## config.mk

```make
export PLATFORM = sky130hd
export DESIGN_NAME = lgw_horner_step
export DESIGN_NICKNAME = d
export VERILOG_FILES = /design/src/rtl/lgw_pkg.sv /design/src/rtl/lgw_horner_step.sv
export SDC_FILE = /design/constraint.sdc
export NUM_CORES = 2
export LEC_CHECK = 0
export BUFFER_PORTS_ARGS = -buffer_cell sky130_fd_sc_hd__clkbuf_2
export CAP_MARGIN = 15
export CORE_AREA = 2 2 276 551
export DETAILED_ROUTE_END_ITERATION = 7
export DIE_AREA = 0 0 278 553
export MAX_ROUTING_LAYER = met4
export PLACE_DENSITY_LB_ADDON = 0.25
export SLEW_MARGIN = 20
export SYNTH_ARGS = -nofsm -noshare
export SYNTH_HDL_FRONTEND = slang
export SYNTH_SLANG_ARGS = --single-unit
```

## constraint.sdc

```tcl
create_clock -name clock -period 13.5 [get_ports clock]
set_clock_uncertainty 0.2 [all_clocks]
set_input_delay 0 -clock clock [delete_from_list [all_inputs] [get_ports clock]]
set_output_delay 0 -clock clock [all_outputs]
set_load 0.01 [all_outputs]
```

## src/rtl/lgw_pkg.sv

```systemverilog
// Package with widths, coefficient table and constants of the interpolation weight pipeline.
package lgw_pkg;
   localparam int NODE_COUNT = 7;
   localparam int WIDE_W     = 120;
   localparam int COEF_W     = 12;
   localparam int N_W        = 17;
   localparam int X_W        = 18;
   localparam int W_W        = 20;
   localparam int DEFAULT_MAX_ORDER = 6;
   localparam logic [N_W-1:0] X_LIMIT = 17'd66191;

   localparam logic [1:0] ORDER_2     = 2'd0;
   localparam logic [1:0] ORDER_4     = 2'd1;
   localparam logic [1:0] ORDER_6     = 2'd2;
   localparam logic [1:0] ORDER_SPARE = 2'd3;

   localparam logic signed [COEF_W-1:0] COEF [3][NODE_COUNT][NODE_COUNT] = '{
      '{ '{0,0,0,0,0,0,0}, '{0,0,0,0,0,0,0},
         '{0,-360,360,0,0,0,0}, '{720,0,-720,0,0,0,0}, '{0,360,360,0,0,0,0},
         '{0,0,0,0,0,0,0}, '{0,0,0,0,0,0,0} },
      '{ '{0,0,0,0,0,0,0},
         '{0,60,-30,-60,30,0,0}, '{0,-480,480,120,-120,0,0},
         '{720,0,-900,0,180,0,0}, '{0,480,480,-120,-120,0,0},
         '{0,-60,-30,60,30,0,0}, '{0,0,0,0,0,0,0} },
      '{ '{0,-12,4,15,-5,-3,1}, '{0,108,-54,-120,60,12,-6},
         '{0,-540,540,195,-195,-15,15}, '{720,0,-980,0,280,0,-20},
         '{0,540,540,-195,-195,15,15}, '{0,-108,-54,120,60,-12,-6},
         '{0,12,4,-15,-5,3,1} }
   };

   function automatic logic signed [COEF_W-1:0] coef_of(input logic [1:0] order,
                                                         input int node, input int k);
      logic [1:0] sel;
      sel = (order == ORDER_SPARE) ? ORDER_6 : order;
      return COEF[sel][node][k];
   endfunction
endpackage

```

## src/rtl/lgw_horner_step.sv

```systemverilog
// One Horner step h*n + c*2^(16*(6-k)), split into a partial product stage and a sum stage.
module lgw_horner_step
   import lgw_pkg::*;
#(
   parameter int K = 0
) (
   input  logic                      clock,
   input  logic                      en,
   input  logic signed [WIDE_W-1:0]  h_in,
   input  logic [N_W-1:0]            n_in,
   input  logic signed [COEF_W-1:0]  c_in,
   output logic signed [WIDE_W-1:0]  h_out,
   output logic [N_W-1:0]            n_out
);
   localparam int SHIFT = 16 * (6 - K);

   logic signed [48:0] pp0_ff, pp1_ff, pp2_ff, pp0_in, pp1_in, pp2_in;
   logic signed [47:0] pp3_ff, pp3_in;
   logic signed [COEF_W-1:0] c_ff;
   logic [N_W-1:0] n_ff, n2_ff;
   logic signed [WIDE_W-1:0] h_ff, h_in_sum;
   logic signed [N_W:0] ns;

   always_comb begin
      ns     = $signed({1'b0, n_in});
      pp0_in = $signed({1'b0, h_in[29:0]}) * ns;
      pp1_in = $signed({1'b0, h_in[59:30]}) * ns;
      pp2_in = $signed({1'b0, h_in[89:60]}) * ns;
      pp3_in = $signed(h_in[119:90]) * ns;
   end

   always_comb begin
      h_in_sum = WIDE_W'(pp0_ff) + (WIDE_W'(pp1_ff) <<< 30) + (WIDE_W'(pp2_ff) <<< 60)
               + (WIDE_W'(pp3_ff) <<< 90) + (WIDE_W'(c_ff) <<< SHIFT);
   end

   always_ff @(posedge clock) begin
      if (en) begin
         pp0_ff <= pp0_in;
         pp1_ff <= pp1_in;
         pp2_ff <= pp2_in;
         pp3_ff <= pp3_in;
         c_ff   <= c_in;
         n_ff   <= n_in;
         h_ff   <= h_in_sum;
         n2_ff  <= n_ff;
      end
   end

   assign h_out = h_ff;
   assign n_out = n2_ff;
endmodule

```

### After elaboration in Yosys (flattened, before gate mapping)

Index checks and enable logic that the tools add are counted.

| word-level totals | value |
|---|---|
| bits in registers | 337 |
| input bits | 151 |
| output and inout bits | 137 |
| word-level logic and storage cells | 16 |

| cells by class | value |
|---|---|
| $add $sub $neg | 4 |
| $mul | 4 |

Operator list:

| kind | number |
|---|---|
| $mul A30 B17 Y47 | 3 |
| $add A109 B120 Y120 | 1 |
| $add A120 B108 Y120 | 1 |
| $add A78 B107 Y108 | 1 |
| $add A47 B77 Y78 | 1 |
| $mul A30 B18 Y30 | 1 |

### Depth between registers and ports, before layout

| logic depth | value |
|---|---|
| depth in word-level cells | 4 |
| mapped depth | 26 |

### Worst setup path before layout

OpenSTA, ideal clock, no wires.

| timing path | value |
|---|---|
| path kind | input -> register |
| from | input port n_in[2] |
| to | register pp0_ff[43] (data pin) |
| data arrival time | 6.218 ns |
| required time | 13.026 ns |
| setup slack | 6.808 ns |
| stages on the path | 24 |
| cells stage by stage | clkbuf_1 -> clkbuf_1 -> clkbuf_1 -> nand2_1 -> fa_1 -> fa_1 -> fa_1 -> inv_1 -> fa_1 -> fa_1 -> inv_1 -> fa_1 -> inv_1 -> ha_1 -> clkbuf_1 -> and3_1 -> a31oi_1 -> a21boi_1 -> or4_1 -> nor3_2 -> o21ai_1 -> o41ai_2 -> o41ai_1 -> xor2_1 |

| between the ends | value |
|---|---|
| cells in the longest elaborated chain, start to end | 1 |

RTL lines:

| what | line | text |
|---|---|---|
| start: declaration | lgw_horner_step.sv:10 | `input logic [N_W-1:0] n_in,` |
| $mul A30 B17 Y47 | lgw_horner_step.sv:26 | `pp0_in = $signed({1'b0, h_in[29:0]}) * ns;` |
| net pp0_in[43] | lgw_horner_step.sv:17 | `logic signed [48:0] pp0_ff, pp1_ff, pp2_ff, pp0_in, pp1_in, pp2_in;` |
| end signal: assignment | lgw_horner_step.sv:39 | `pp0_ff <= pp0_in;` |
| end: declaration | lgw_horner_step.sv:17 |  |

The timed path passes the listed nets, and every way through them passes these cells.
A chain may end at the register's enable or synchronous reset.

### Worst setup path after layout

| timing path | value |
|---|---|
| from | input port n_in[4] |
| to | register pp2_ff[41] (data pin) |

| between the ends | value |
|---|---|
| cells in the longest elaborated chain, start to end | 1 |

RTL lines:

| what | line | text |
|---|---|---|
| $mul A30 B17 Y47 | lgw_horner_step.sv:28 | `pp2_in = $signed({1'b0, h_in[89:60]}) * ns;` |
| net pp2_in[41] | lgw_horner_step.sv:17 |  |
| end signal: assignment | lgw_horner_step.sv:41 | `pp2_ff <= pp2_in;` |
| end: declaration | lgw_horner_step.sv:17 |  |

The timed path passes the listed nets, and every way through them passes these cells.

==> results.sh <==
export IMPL_status="completed"
export IMPL_synth_cell_types=81
export IMPL_final_common_cell="inv_1"
export IMPL_setup_tns_ps=0
export IMPL_worstPathRequired_ps=13680
export IMPL_max_clock_path_buffers=3
export IMPL_fill_cells=13700
export IMPL_cts_root_buf="clkbuf_16"
export IMPL_drtPass1Iterations=6
export IMPL_cts_resized=0
export IMPL_die_y_um=553
export IMPL_tightest_slew_ps=1200
export IMPL_antenna_found_initial=26
export IMPL_wire_per_inst_um=21.9
export IMPL_routed_wl_um=220000
export IMPL_drv_slew=0
export IMPL_avgViaCountPerCell=5.51
export IMPL_coreArea_um2=150000
export IMPL_antenna_left=0
export IMPL_syn_avg_cell_area_um2=9.27
export IMPL_fp_row_count=201
export IMPL_synth_main_ff_cell="edfxtp_1"
export IMPL_synth_edff_count=337
export IMPL_yosysWarnings=0
export IMPL_cts_clk_slew_worst_paths_ps=70
export IMPL_start_kind="input pin"
export IMPL_setup_viol=0
export IMPL_syn_instance_count=8025
export IMPL_clkSinkCount=337
export IMPL_final_cell_mix="1915 x inv_1, 1560 x fa_1, 1324 x nand2_1, 717 x and2_1, 519 x ha_1"
export IMPL_crit_type="in -> reg"
export IMPL_cts_hold_buf=49
export IMPL_die_w_um=278
export IMPL_grt_pass1_vias=63100
export IMPL_relSlewSlack_pct=20.3
export IMPL_grt_pass1_wl_um=348000
export IMPL_nets=10300
export IMPL_cts_inserted_buffers=40
export IMPL_min_path_type="in -> reg"
export IMPL_drc=0
export IMPL_worstSetupEndpointType="flop"
export IMPL_vias=55500
export IMPL_final_period_utilization_pct=61.4
export IMPL_cp_max_fo=47
export IMPL_grt_max_degree=129
export IMPL_cts_setup_buffers=0
export IMPL_htree_levels=2
export IMPL_async_flop_share_pct=0
export IMPL_drtIter0Drc=2912
export IMPL_cap_violations=0
export IMPL_fmax_mhz=121
export IMPL_gp_congestion=0.949
export IMPL_cts_tree="built"
export IMPL_clock_latency_ps=670
export IMPL_ys_seq_elements=337
export IMPL_io_buffers=287
export IMPL_hold_viol=0
export IMPL_crit_arrival_ps=8460
export IMPL_rsz0062_at_grt="no"
export IMPL_gr_usage_all_layers_pct=30.6
export IMPL_drive_gt1_share_pct=5.10
export IMPL_die_area_um2=154000
export IMPL_min_period_ps=8280
export IMPL_grt_ovfl_total=0
export IMPL_area_growth_pct=6.43
export IMPL_initial_utilization_pct=49.7
export IMPL_netlist_area_um2=74400
export IMPL_seq_area_frac_synth_pct=13.6
export IMPL_io_pins=288
export IMPL_dp_hpwl_um=170000
export IMPL_synthesis_nets=10300
==> synthesized netlist by cell type, types with 4 or more instances <==
master     instances  area share, %
a2111oi_0         10           0.12
and4_1             9           0.11
o311ai_1           5          0.059
a21oi_1          176            1.2
nand2b_1          34           0.29
a221o_1            4          0.054
nor3b_1            6          0.061
o21ai_1           32           0.22
xor2_1            80           0.94
o41ai_1            5          0.059
a21boi_1           9          0.091
nor2_1           147           0.74
o21a_1            35           0.35
a221oi_1           5          0.059
or3_1             12           0.10
a21o_1            95           0.96
o311a_1            5          0.067
a211o_1            5          0.059
o21bai_1          28           0.28
nor2b_1           22           0.19
and2_1           717            6.0
a211oi_1          20           0.20
nand3_1           56           0.38
o31ai_1           13           0.13
a41oi_1            7          0.082
nand2_1         1324            6.7
ha_1             519            8.7
o31a_1             6          0.071
a311oi_1           4          0.047
o2111ai_1          6          0.071
edfxtp_1         337             14
a31oi_1           25           0.21
xnor2_1          177            2.1
o21ai_0           77           0.52
nor4_1            14           0.12
nor3_1            40           0.27
buf_2              4          0.027
inv_1           1915            9.7
o211ai_1          12           0.12
clkbuf_1         352            1.8
or2_2              7          0.059
nand4_1           32           0.27
fa_1            1560             42
and3_1            26           0.22
==> per-layer routing <==
layer  GRT usage [%]  wire length, um  up-vias
li1                -                -    24000
met1            30.1            72000    28600
met2            55.8           119000     2013
met3            4.69            13100      829
met4            19.0            16700        0
met5               -                0        -
==> state kept, by name (all words and copies together), names as in the netlist <==
register / flops
h_out: 120
pp0_ff: 47
pp1_ff: 47
pp2_ff: 47
pp3_ff: 30
n_ff: 17
n_out: 17
c_ff: 12
==> cell type report <==
type                            count  area [um^2]  share of cell area [%]
Multi-Input combinational cell   5415        55800                    70.4
Tap cell                         1928         2410                    3.05
Timing Repair Buffer              371         2300                    2.91
Antenna cell                       29         72.6                  0.0917
Inverter                         1915         7190                    9.08
Clock inverter                     29          309                   0.390
Sequential cell                   337        10100                    12.8
Clock buffer                       44         1020                    1.28
==> worst paths after layout <==
kind              startpoint          to  slack [ps]  cells past startpoint
setup / recovery     n_in[4]  pp2_ff[41]        5220                     23
hold / removal      h_in[92]   pp3_ff[2]         160                      4
setup reg to reg  pp0_ff[31]  h_out[118]        6180                     22
hold reg to reg      n_ff[8]    n_out[8]         220                      0
==> worst max-delay path, cell delays in order <==
cell and delay [ps]:
dlygate4sd3_1 530, buf_4 550, buf_4 640, nand2_1 170
fa_1 590, fa_1 450, fa_1 490, fa_1 480
inv_1 50, fa_1 530, inv_1 60, fa_1 530
inv_1 40, ha_1 360, a21oi_1 330, o21ai_0 140
a41oi_1 510, o2111ai_1 360, a31oi_1 440, o21a_1 280
o21bai_1 210, a2111oi_0 490, a311oi_1 100
==> logic make-up (layout without fill, tap and decap cells) <==
family | after synthesis | count (layout) | share of synthesized area [%]
compound gates | 616 | 616 | 5.49
buf+inv | 2273 | 2359 | 11.5
flops | 337 | 337 | 13.6
other cells | 0 | 29 | 0
fa+ha+maj | 2079 | 2079 | 50.7
simple gates | 2461 | 2461 | 15.7
xor+xnor | 257 | 257 | 3.03
mux | 2 | 2 | 0.0269
==> stage by stage <==
step / hold WS, ps / instance area [um^2] / worst slack (ps) / std cells / utilization [%]
finish: 159 / 79200 / 5220 / 10100 / 52.9
global route: 155 / 79200 / 4720 / 10100 / 52.9
CTS: 108 / 79100 / 5240 / 10000 / 52.9
detailed placement: -21.4 / 77300 / 5110 / 9917 / 51.7
global placement: -23.6 / 77300 / 5300 / 9917 / 51.6
floorplan: -101 / 74400 / 6810 / 8025 / -
Power is left out: the tool's default activity adds up to more than one toggle a clock period on the data nets, which glitch-free logic cannot reach.
