<file path="config.mk">
export PLATFORM = sky130hd
export DESIGN_NAME = lgw_round
export DESIGN_NICKNAME = d
export VERILOG_FILES = /design/src/rtl/lgw_pkg.sv /design/src/rtl/lgw_round.sv
export SDC_FILE = /design/constraint.sdc
export NUM_CORES = 1
export LEC_CHECK = 0
export ABC_AREA = 0
export BUFFER_PORTS_ARGS = -buffer_cell sky130_fd_sc_hd__buf_2
export CAP_MARGIN = 20
export CORE_ASPECT_RATIO = 0.8
export CORE_UTILIZATION = 35
export DETAILED_ROUTE_END_ITERATION = 10
export SLEW_MARGIN = 5
export SYNTH_ARGS = -nofsm -noshare
export SYNTH_HDL_FRONTEND = slang
export SYNTH_SLANG_ARGS = --single-unit
</file>
<file path="constraint.sdc">
create_clock -name clock -period 15.5 [get_ports clock]
set_clock_uncertainty 0.1 [all_clocks]
set_input_delay 3.1 -clock clock [delete_from_list [all_inputs] [get_ports clock]]
set_output_delay 3.1 -clock clock [all_outputs]
set_load 0.02 [all_outputs]
</file>
<file path="src/rtl/lgw_pkg.sv">
// Package with widths, coefficient table and constants of the interpolation weight pipeline.
package lgw_pkg;
   localparam int NODE_COUNT = 7;
   localparam int WIDE_W     = 120;
   localparam int COEF_W     = 12;
   localparam int N_W        = 17;
   localparam int X_W        = 18;
   localparam int W_W        = 20;
   localparam int DEFAULT_MAX_ORDER = 6;
   localparam logic [N_W-1:0] X_LIMIT = 17'd66191;

   localparam logic [1:0] ORDER_2     = 2'd0;
   localparam logic [1:0] ORDER_4     = 2'd1;
   localparam logic [1:0] ORDER_6     = 2'd2;
   localparam logic [1:0] ORDER_SPARE = 2'd3;

   localparam logic signed [COEF_W-1:0] COEF [3][NODE_COUNT][NODE_COUNT] = '{
      '{ '{0,0,0,0,0,0,0}, '{0,0,0,0,0,0,0},
         '{0,-360,360,0,0,0,0}, '{720,0,-720,0,0,0,0}, '{0,360,360,0,0,0,0},
         '{0,0,0,0,0,0,0}, '{0,0,0,0,0,0,0} },
      '{ '{0,0,0,0,0,0,0},
         '{0,60,-30,-60,30,0,0}, '{0,-480,480,120,-120,0,0},
         '{720,0,-900,0,180,0,0}, '{0,480,480,-120,-120,0,0},
         '{0,-60,-30,60,30,0,0}, '{0,0,0,0,0,0,0} },
      '{ '{0,-12,4,15,-5,-3,1}, '{0,108,-54,-120,60,12,-6},
         '{0,-540,540,195,-195,-15,15}, '{720,0,-980,0,280,0,-20},
         '{0,540,540,-195,-195,15,15}, '{0,-108,-54,120,60,-12,-6},
         '{0,12,4,-15,-5,3,1} }
   };

   function automatic logic signed [COEF_W-1:0] coef_of(input logic [1:0] order,
                                                         input int node, input int k);
      logic [1:0] sel;
      sel = (order == ORDER_SPARE) ? ORDER_6 : order;
      return COEF[sel][node][k];
   endfunction
endpackage

</file>
<file path="src/rtl/lgw_round.sv">
// Rounds the exact polynomial value to Q3.16 by a reciprocal multiply and saturates it.
module lgw_round
   import lgw_pkg::*;
(
   input  logic                     clock,
   input  logic                     en,
   input  logic signed [WIDE_W-1:0] s_in,
   output logic signed [W_W-1:0]    w_out
);
   localparam logic [WIDE_W-1:0] HALF  = WIDE_W'(360) << 80;
   localparam logic [30:0]       RECIP = 31'd1527099484;
   localparam logic [24:0]       Q_SAT = 25'd524288;

   logic [WIDE_W-1:0] mag, rnd;
   logic [29:0] v_ff, v_in;
   logic neg_ff, neg2_ff;
   logic [60:0] prod_ff;
   logic [24:0] q;
   logic signed [W_W-1:0] w_ff, w_in;

   always_comb begin
      mag  = s_in[WIDE_W-1] ? WIDE_W'(-s_in) : WIDE_W'(s_in);
      rnd  = mag + HALF;
      v_in = (rnd[WIDE_W-1:114] != '0) ? '1 : rnd[113:84];
   end

   always_comb begin
      q = prod_ff[60:36];
      if (q > Q_SAT) q = Q_SAT;
      if (neg2_ff) w_in = W_W'(-$signed({1'b0, q}));
      else if (q == Q_SAT) w_in = {1'b0, {(W_W-1){1'b1}}};
      else w_in = W_W'(q);
   end

   always_ff @(posedge clock) begin
      if (en) begin
         v_ff    <= v_in;
         neg_ff  <= s_in[WIDE_W-1];
         prod_ff <= 61'(v_ff) * 61'(RECIP);
         neg2_ff <= neg_ff;
         w_ff    <= w_in;
      end
   end

   assign w_out = w_ff;
endmodule

</file>
Word-level counts from Yosys, hierarchy flattened
Index checks and enable logic that the tools add are counted.
{"block": "totals", "regBits": 111, "output_inout_bits": 20}
{"block": "op_classes", "n_addsub": 3, "multipliers": 1, "order_cmp": 1, "eq_ne": 1, "n_mux": 4, "reduce_logical": 1}
{"op": "adder 120 x 89 -> 120 bit, second input constant", "count": 1}
{"op": "two-way mux 120 bit", "count": 1}
{"op": "negation 120 bit", "count": 1}
{"op": "multiplier 30 x 29 -> 59 bit, second input constant", "count": 1}
{"op": "two-way mux 20 bit", "count": 2}
{"op": "equality test 25 x 20 -> 1 bit, second input constant", "count": 1}
{"op": "> comparator 25 x 20 -> 1 bit, second input constant", "count": 1}
{"op": "two-way mux 25 bit", "count": 1}
{"op": "negation 20 bit", "count": 1}
{"op": "nonzero test 6 bit", "count": 1}

Longest topological paths before layout
Gate-level depths: netlist of the first run.
{"block": "depth", "word_depth": 5, "mapped_depth": 27, "ltp_nobuf": 27}

Worst setup path before layout of the first run
No wires, ideal clock.
{"block": "synth_path", "kind": "flip-flop to flip-flop", "from": "reg v_ff[10]", "to": "reg prod_ff[56], data pin", "setup_ns": 0.264, "arrival_ns": 7.243, "path_slack_ns": 7.893, "stages_incl_launch_ff": 27, "cell_sequence": "edfxtp_1 > ha_1 > fa_1 > inv_1 > fa_1 > inv_1 > ha_1 > inv_1 > fa_1 > inv_1 > fa_1 > fa_1 > inv_1 > fa_1 > inv_1 > ha_1 > a21oi_1 > o21ai_0 > a2111o_1 > a211o_1 > and3b_1 > o41a_1 > a211oi_1 > o21bai_1 > a21o_1 > a221oi_1 > xnor2_1"}
{"block": "synth_via", "elab_chain_len": 1}
{"item": "from (decl)", "line": "lgw_round.sv:15", "rtl": "logic [29:0] v_ff, v_in;"}
{"item": "from (signal assigned)", "line": "lgw_round.sv:37", "rtl": "v_ff <= v_in;"}
{"item": "multiplier 30 x 29 -> 59 bit", "line": "lgw_round.sv:39", "rtl": "prod_ff <= 61'(v_ff) * 61'(RECIP);"}
{"item": "to (signal assigned)", "line": "lgw_round.sv:39"}
{"item": "to (decl)", "line": "lgw_round.sv:17", "rtl": "logic [60:0] prod_ff;"}
No other way between the ends.
A chain may end at the register's enable or synchronous reset.

Worst setup path after layout of the first run
{"block": "layout_path", "from": "reg v_ff[14]", "to": "reg prod_ff[56], data pin"}
The elaborated chain is that of the path after synthesis.

==> results of run 1 <==
==> critical path, cell delays in order (launching register included) <==
cell and delay, ns:
edfxtp_1 0.53, ha_1 0.43, fa_1 0.54, inv_1 0.06, fa_1 0.50, inv_1 0.05, ha_1 0.30, fa_1 0.47
fa_1 0.52, fa_1 0.55, inv_1 0.06, fa_1 0.51, inv_1 0.05, ha_1 0.31, a21oi_1 0.21, o21ai_0 0.17
a2111o_1 0.45, a211o_1 0.26, and3b_1 0.23, o41a_1 0.39, a211oi_1 0.64, o21bai_1 0.26, a21o_1 0.28, a221oi_1 0.31
xnor2_1 0.10
==> kinds of logic after synthesis <==
family          count (synthesis)  synth area share, %
fa+ha+maj                     625                 54.1
buf+inv                       529                 10.9
simple gates                  319                 9.27
compound gates                218                 8.11
xor+xnor                       97                 4.62
flops                          77                 12.5
mux                             8                0.466
==> synthesized netlist by cell type (all sizes together), types with 9 or more instances <==
master  instances
a21o           21
a21oi          45
and2           10
and3           11
buf            11
clkbuf         23
edfxtp         77
fa            295
ha            330
inv           495
nand2          78
nand3          15
nand4          41
nor2           55
nor3           23
nor4           36
o21a           14
o21ai          48
o31ai          14
or4             9
xnor2          61
xor2           36
==> metrics by stage <==
| stage | worst slack (ns) | utilization (%) | hold WS [ns] | instance area [sq um] | instances |
|---|---|---|---|---|---|
| after global placement | 6.67 | 38.2 | 0.355 | 20000 | 2677 |
| after global routing | 6.55 | 38.8 | 0.372 | 20300 | 2697 |
| after CTS | 7.01 | 38.8 | 0.374 | 20300 | 2694 |
| final | 6.97 | 38.8 | 0.357 | 20300 | 2697 |
| after floorplan | 7.89 | - | 0.300 | 18500 | 1873 |
| after detailed placement | 6.85 | 38.2 | 0.357 | 20000 | 2678 |
==> final cells by class <==
cell class                      instances  share of cell area, %
Timing Repair Buffer                  148                   3.78
Sequential cell                        77                   11.4
Clock inverter                          7                  0.369
Multi-Input combinational cell       1267                   69.9
Tap cell                              693                   4.27
Clock buffer                            9                   1.11
Inverter                              495                   9.14
Antenna cell                            1                 0.0123
==> metal layers <==
| metal | part of all wire [%] | global-route usage, % | vias to the layer above | wire length, um |
|---|---|---|---|---|
| met1 | 47 | 27.5 | 6775 | 23700 |
| met5 | 0.038 | 0 | - | 19 |
| met2 | 44 | 29.4 | 430 | 22200 |
| met3 | 7.0 | 4.69 | 43 | 3540 |
| li1 | - | - | 6379 | - |
| met4 | 1.5 | 3.98 | 2 | 774 |
==> state kept, by name, indices dropped and copies added (netlist names) <==
| register | flops |
|---|---|
| neg2_ff | 1 |
| neg_ff | 1 |
| prod_ff | 25 |
| v_ff | 30 |
| w_out | 20 |
==> worst paths after layout <==
kind,startpoint,end,slack (ns),depth (start not counted)
max,v_ff[14]$_SDFFCE_PP1P_,prod_ff[56]$_DFFE_PP_,6.97,24
min reg2reg,neg_ff$_DFFE_PP_,neg2_ff$_DFFE_PP_,0.36,0
min,neg_ff$_DFFE_PP_,neg2_ff$_DFFE_PP_,0.36,0
max reg2reg,v_ff[14]$_SDFFCE_PP1P_,prod_ff[56]$_DFFE_PP_,6.97,24
==> flow_summary.yaml, run 1 <==
timing:
  rsz0062_at_grt: "false"
  finalHoldViolations: 0
  worstMarginPinSlew_ns: 1.03
  slew_viol_final: 0
  post-route-period-util_pct: 55.1
  setup_violations: 0
  finalSetupTns_ns: 0
  slew_headroom_pct: 31.6
  min_period_ns: 8.53
  fmax_mhz: 117
grt:
  antenna_found_initial: 3
  grt_pass1_vias: 14400
  grt_remaining_overflow: 0
  grt_pass1_wl_um: 79400
  grt_max_degree: 78
  gr-usage-all-layers_pct: 19.3
worst_setup_path:
  critical_path_arrival_ns: 8.56
  worstPathMaxFanout: 5
  cp-start-kind: "register"
  worstPathRequired_ns: 15.52
  path_class: "reg -> reg"
  crit_path_end_kind: "register"
placed_design:
  gp_congestion: 0.990
  dp_hpwl_um: 44500
  port_buffers: 141
synth:
  yosysWarnings: 0
  synth_enable_flop_cells: 77
  yosysSeqAreaShare_pct: 12.5
  synth_seq_cells: 77
  async_flop_share_pct: 0
  synth_cell_types: 75
  synth_fp_nets: 2620
  synth_cells: 1873
  syn_area_sq_um: 18500
  synth_top_cell_by_area: "fa_1"
  synth_top_area_share_pct: 31.9
  synthFlopType: "edfxtp_1"
  synth_area_leaders: "fa_1 (32%), ha_1 (22%), edfxtp_1 (12%), inv_1 (10%), xnor2_1 (2.8%)"
  synth.avg_cell_area_sq_um: 9.90
die:
  die_width_um: 259
  ioPinCount: 142
  die_area_sq_um: 53900
  start_util_pct: 35.4
  core_sq_um: 52400
  rows: 75
  die_h_um: 208
route:
  vias: 13600
  viasPerCell: 5.05
  detail_route.wl_per_cell_um: 18.6
  drt_iter0_markers: 752
  drc_errors: 0
  drt_wl_total_um: 50200
  ant_nets: 0
  drt-pass1-iter-count: 5
finish:
  regArea_sq_um: 2310
  final_common_cell: "inv_1"
  area_growth_pct: 9.66
  final_cell_mix: "inv_1 (495), ha_1 (330), fa_1 (295)"
  multiInputGateArea_sq_um: 14200
  nFillCells: 5236
  nNetsFinal: 2745
  layout-drive-gt1-share_pct: 9.39
clock_tree:
  post_cts_buffers: 0
  cts_resized: 0
  cts_tree: "built"
  cts_max_level: 3
  clockBufferDepth: 2
  numCtsBuffers: 9
  cts_sinks: 77
  root_buffer: "clkbuf_16"
  hold_buffers: 0
  insertion_delay_ns: 0.38
  clk_pin_slew_ns: 0.07
status:
  status: "finished, final reports clean"
flow_run:
  drv_cap: 0
min_path:
  hold_class: "reg -> reg"
Power of run 1 is not shown: default switching activity piles up to over one toggle a cycle in this logic, so the estimate is an artifact.
==> inputs of run 2 (changes only) <==
==> constraint.sdc (replaced) <==
create_clock -name clock -period 8.2 [get_ports clock]
set_clock_uncertainty 0.1 [all_clocks]
set_input_delay 1.64 -clock clock [delete_from_list [all_inputs] [get_ports clock]]
set_output_delay 1.64 -clock clock [all_outputs]
set_load 0.02 [all_outputs]
==> flow_summary.yaml, run 2 (same netlist as run 1, synthesis figures left out) <==
status:
  status: "finished, violations left"
  violations: "DRC"
placed_design:
  port_buffers: 141
  dp_hpwl_um: 45700
  dp.cells: 2719
  gp_congestion: 0.949
  post-place-ws_ns: 0.130
route:
  drt-pass1-iter-count: 8
  viasPerCell: 5.02
  drt_wl_total_um: 51100
  drc_errors: 2
  vias: 13800
  ant_nets: 0
  detail_route.wl_per_cell_um: 18.7
  drt_iter0_markers: 646
die:
  die_width_um: 259
  die_area_sq_um: 53900
  core_sq_um: 52400
  start_util_pct: 35.4
  ioPinCount: 142
  die_h_um: 208
  rows: 75
finish:
  largest_register: "v_ff"
  final_common_cell: "inv_1"
  final_cell_mix: "inv_1 (495), ha_1 (325), fa_1 (295)"
  layout-drive-gt1-share_pct: 11.8
  area_growth_pct: 11.6
  final-instance-count-excl-fill: 2741
  largest_register_ffs: 30
  nNetsFinal: 2789
  final_util_pct: 39.5
timing:
  rsz0062_at_grt: "true"
  worstMarginPinSlew_ns: 1.02
  setup_ws_ns: 0.273
  setup_violations: 0
  slew_viol_final: 0
  post-route-period-util_pct: 96.7
  slew_headroom_pct: 32.3
  finalHoldViolations: 0
  finalSetupTns_ns: 0
  min_period_ns: 7.93
  fmax_mhz: 126
min_path:
  hold_class: "reg -> reg"
clock_tree:
  cts_max_level: 3
  clk_pin_slew_ns: 0.08
  root_buffer: "clkbuf_16"
  cts_tree: "built"
  numCtsBuffers: 9
  clockBufferDepth: 2
  cts_sinks: 77
  insertion_delay_ns: 0.37
flow_run:
  drv_cap: 0
worst_setup_path:
  crit_path_end_kind: "register"
  worstPathMaxFanout: 5
  cp-start-kind: "register"
  path_class: "reg -> reg"
  critical_path_arrival_ns: 7.94
  worstPathRequired_ns: 8.22
grt:
  grt_pass1_vias: 14500
  grt_pass1_wl_um: 80600
  grt_remaining_overflow: 0
  grt_max_degree: 78
  gr-usage-all-layers_pct: 19.5
  antenna_found_initial: 1
## run 2: changes by cell type in the layout (fill, tap and decap cells not counted), sizes merged
cell	delta
clkinv	-1
bufinv	-1
inv	+3
buf	+44
clkinvlp	-1
## run 2: worst paths after layout
check / startpoint / slack, ns / endpoint / depth (start not counted)
max: v_ff[2]$_SDFFCE_PP1P_ / 0.27 / prod_ff[56]$_DFFE_PP_ / 25
min: neg_ff$_DFFE_PP_ / 0.45 / neg2_ff$_DFFE_PP_ / 0
max reg2reg: v_ff[2]$_SDFFCE_PP1P_ / 0.27 / prod_ff[56]$_DFFE_PP_ / 25
min reg2reg: neg_ff$_DFFE_PP_ / 0.45 / neg2_ff$_DFFE_PP_ / 0
## run 2: final cells by class
cell class,count,area (sq um)
antenna,1,2.50
clock buffer,9,225
clock inverter,7,62.6
fill,5245,31700
inverter,495,1860
multi-input combinational,1267,14300
sequential,77,2310
tap,693,867
timing repair buffer,192,1090
## run 2: critical path, cell delays in order, from the launching register on
cell      delay [ns]
edfxtp_1        0.53
ha_1            0.45
ha_1            0.32
inv_1           0.05
fa_1            0.50
fa_1            0.58
inv_1           0.07
fa_1            0.50
fa_1            0.51
fa_1            0.54
inv_1           0.05
fa_1            0.49
inv_1           0.04
ha_1            0.30
a21oi_1         0.22
o21bai_1        0.12
a21o_1          0.20
a211o_1         0.32
and3b_1         0.24
o41a_1          0.38
a211oi_1        0.24
buf_4           0.18
o21bai_1        0.13
a21o_1          0.25
a221oi_2        0.27
xnor2_1         0.09
## run 2: per-layer routing
| layer | vias up | part of all wire [%] | track usage, % |
|---|---|---|---|
| met5 | - | 0 | 0 |
| met1 | 6835 | 49 | 29.2 |
| li1 | 6481 | - | - |
| met4 | 0 | 0.95 | 2.94 |
| met2 | 408 | 45 | 30.7 |
| met3 | 30 | 4.9 | 1.97 |
## run 2: stage by stage
stage,cell area [sq um],hold slack [ns]
2_1_floorplan,18500,0.300
3_3_place_gp,20300,0.418
3_5_place_dp,20300,0.414
4_1_cts,20600,0.445
5_1_grt,20700,0.443
6_report,20700,0.446
## run 2: repair_timing
item                                    in CTS  in global routing
hold buffers                                 0                  0
endpoints found under the setup margin       0                  6
buffers inserted                             0                  4
gates resized for setup                      0                 13
Power of run 2 is left out for the same reason.
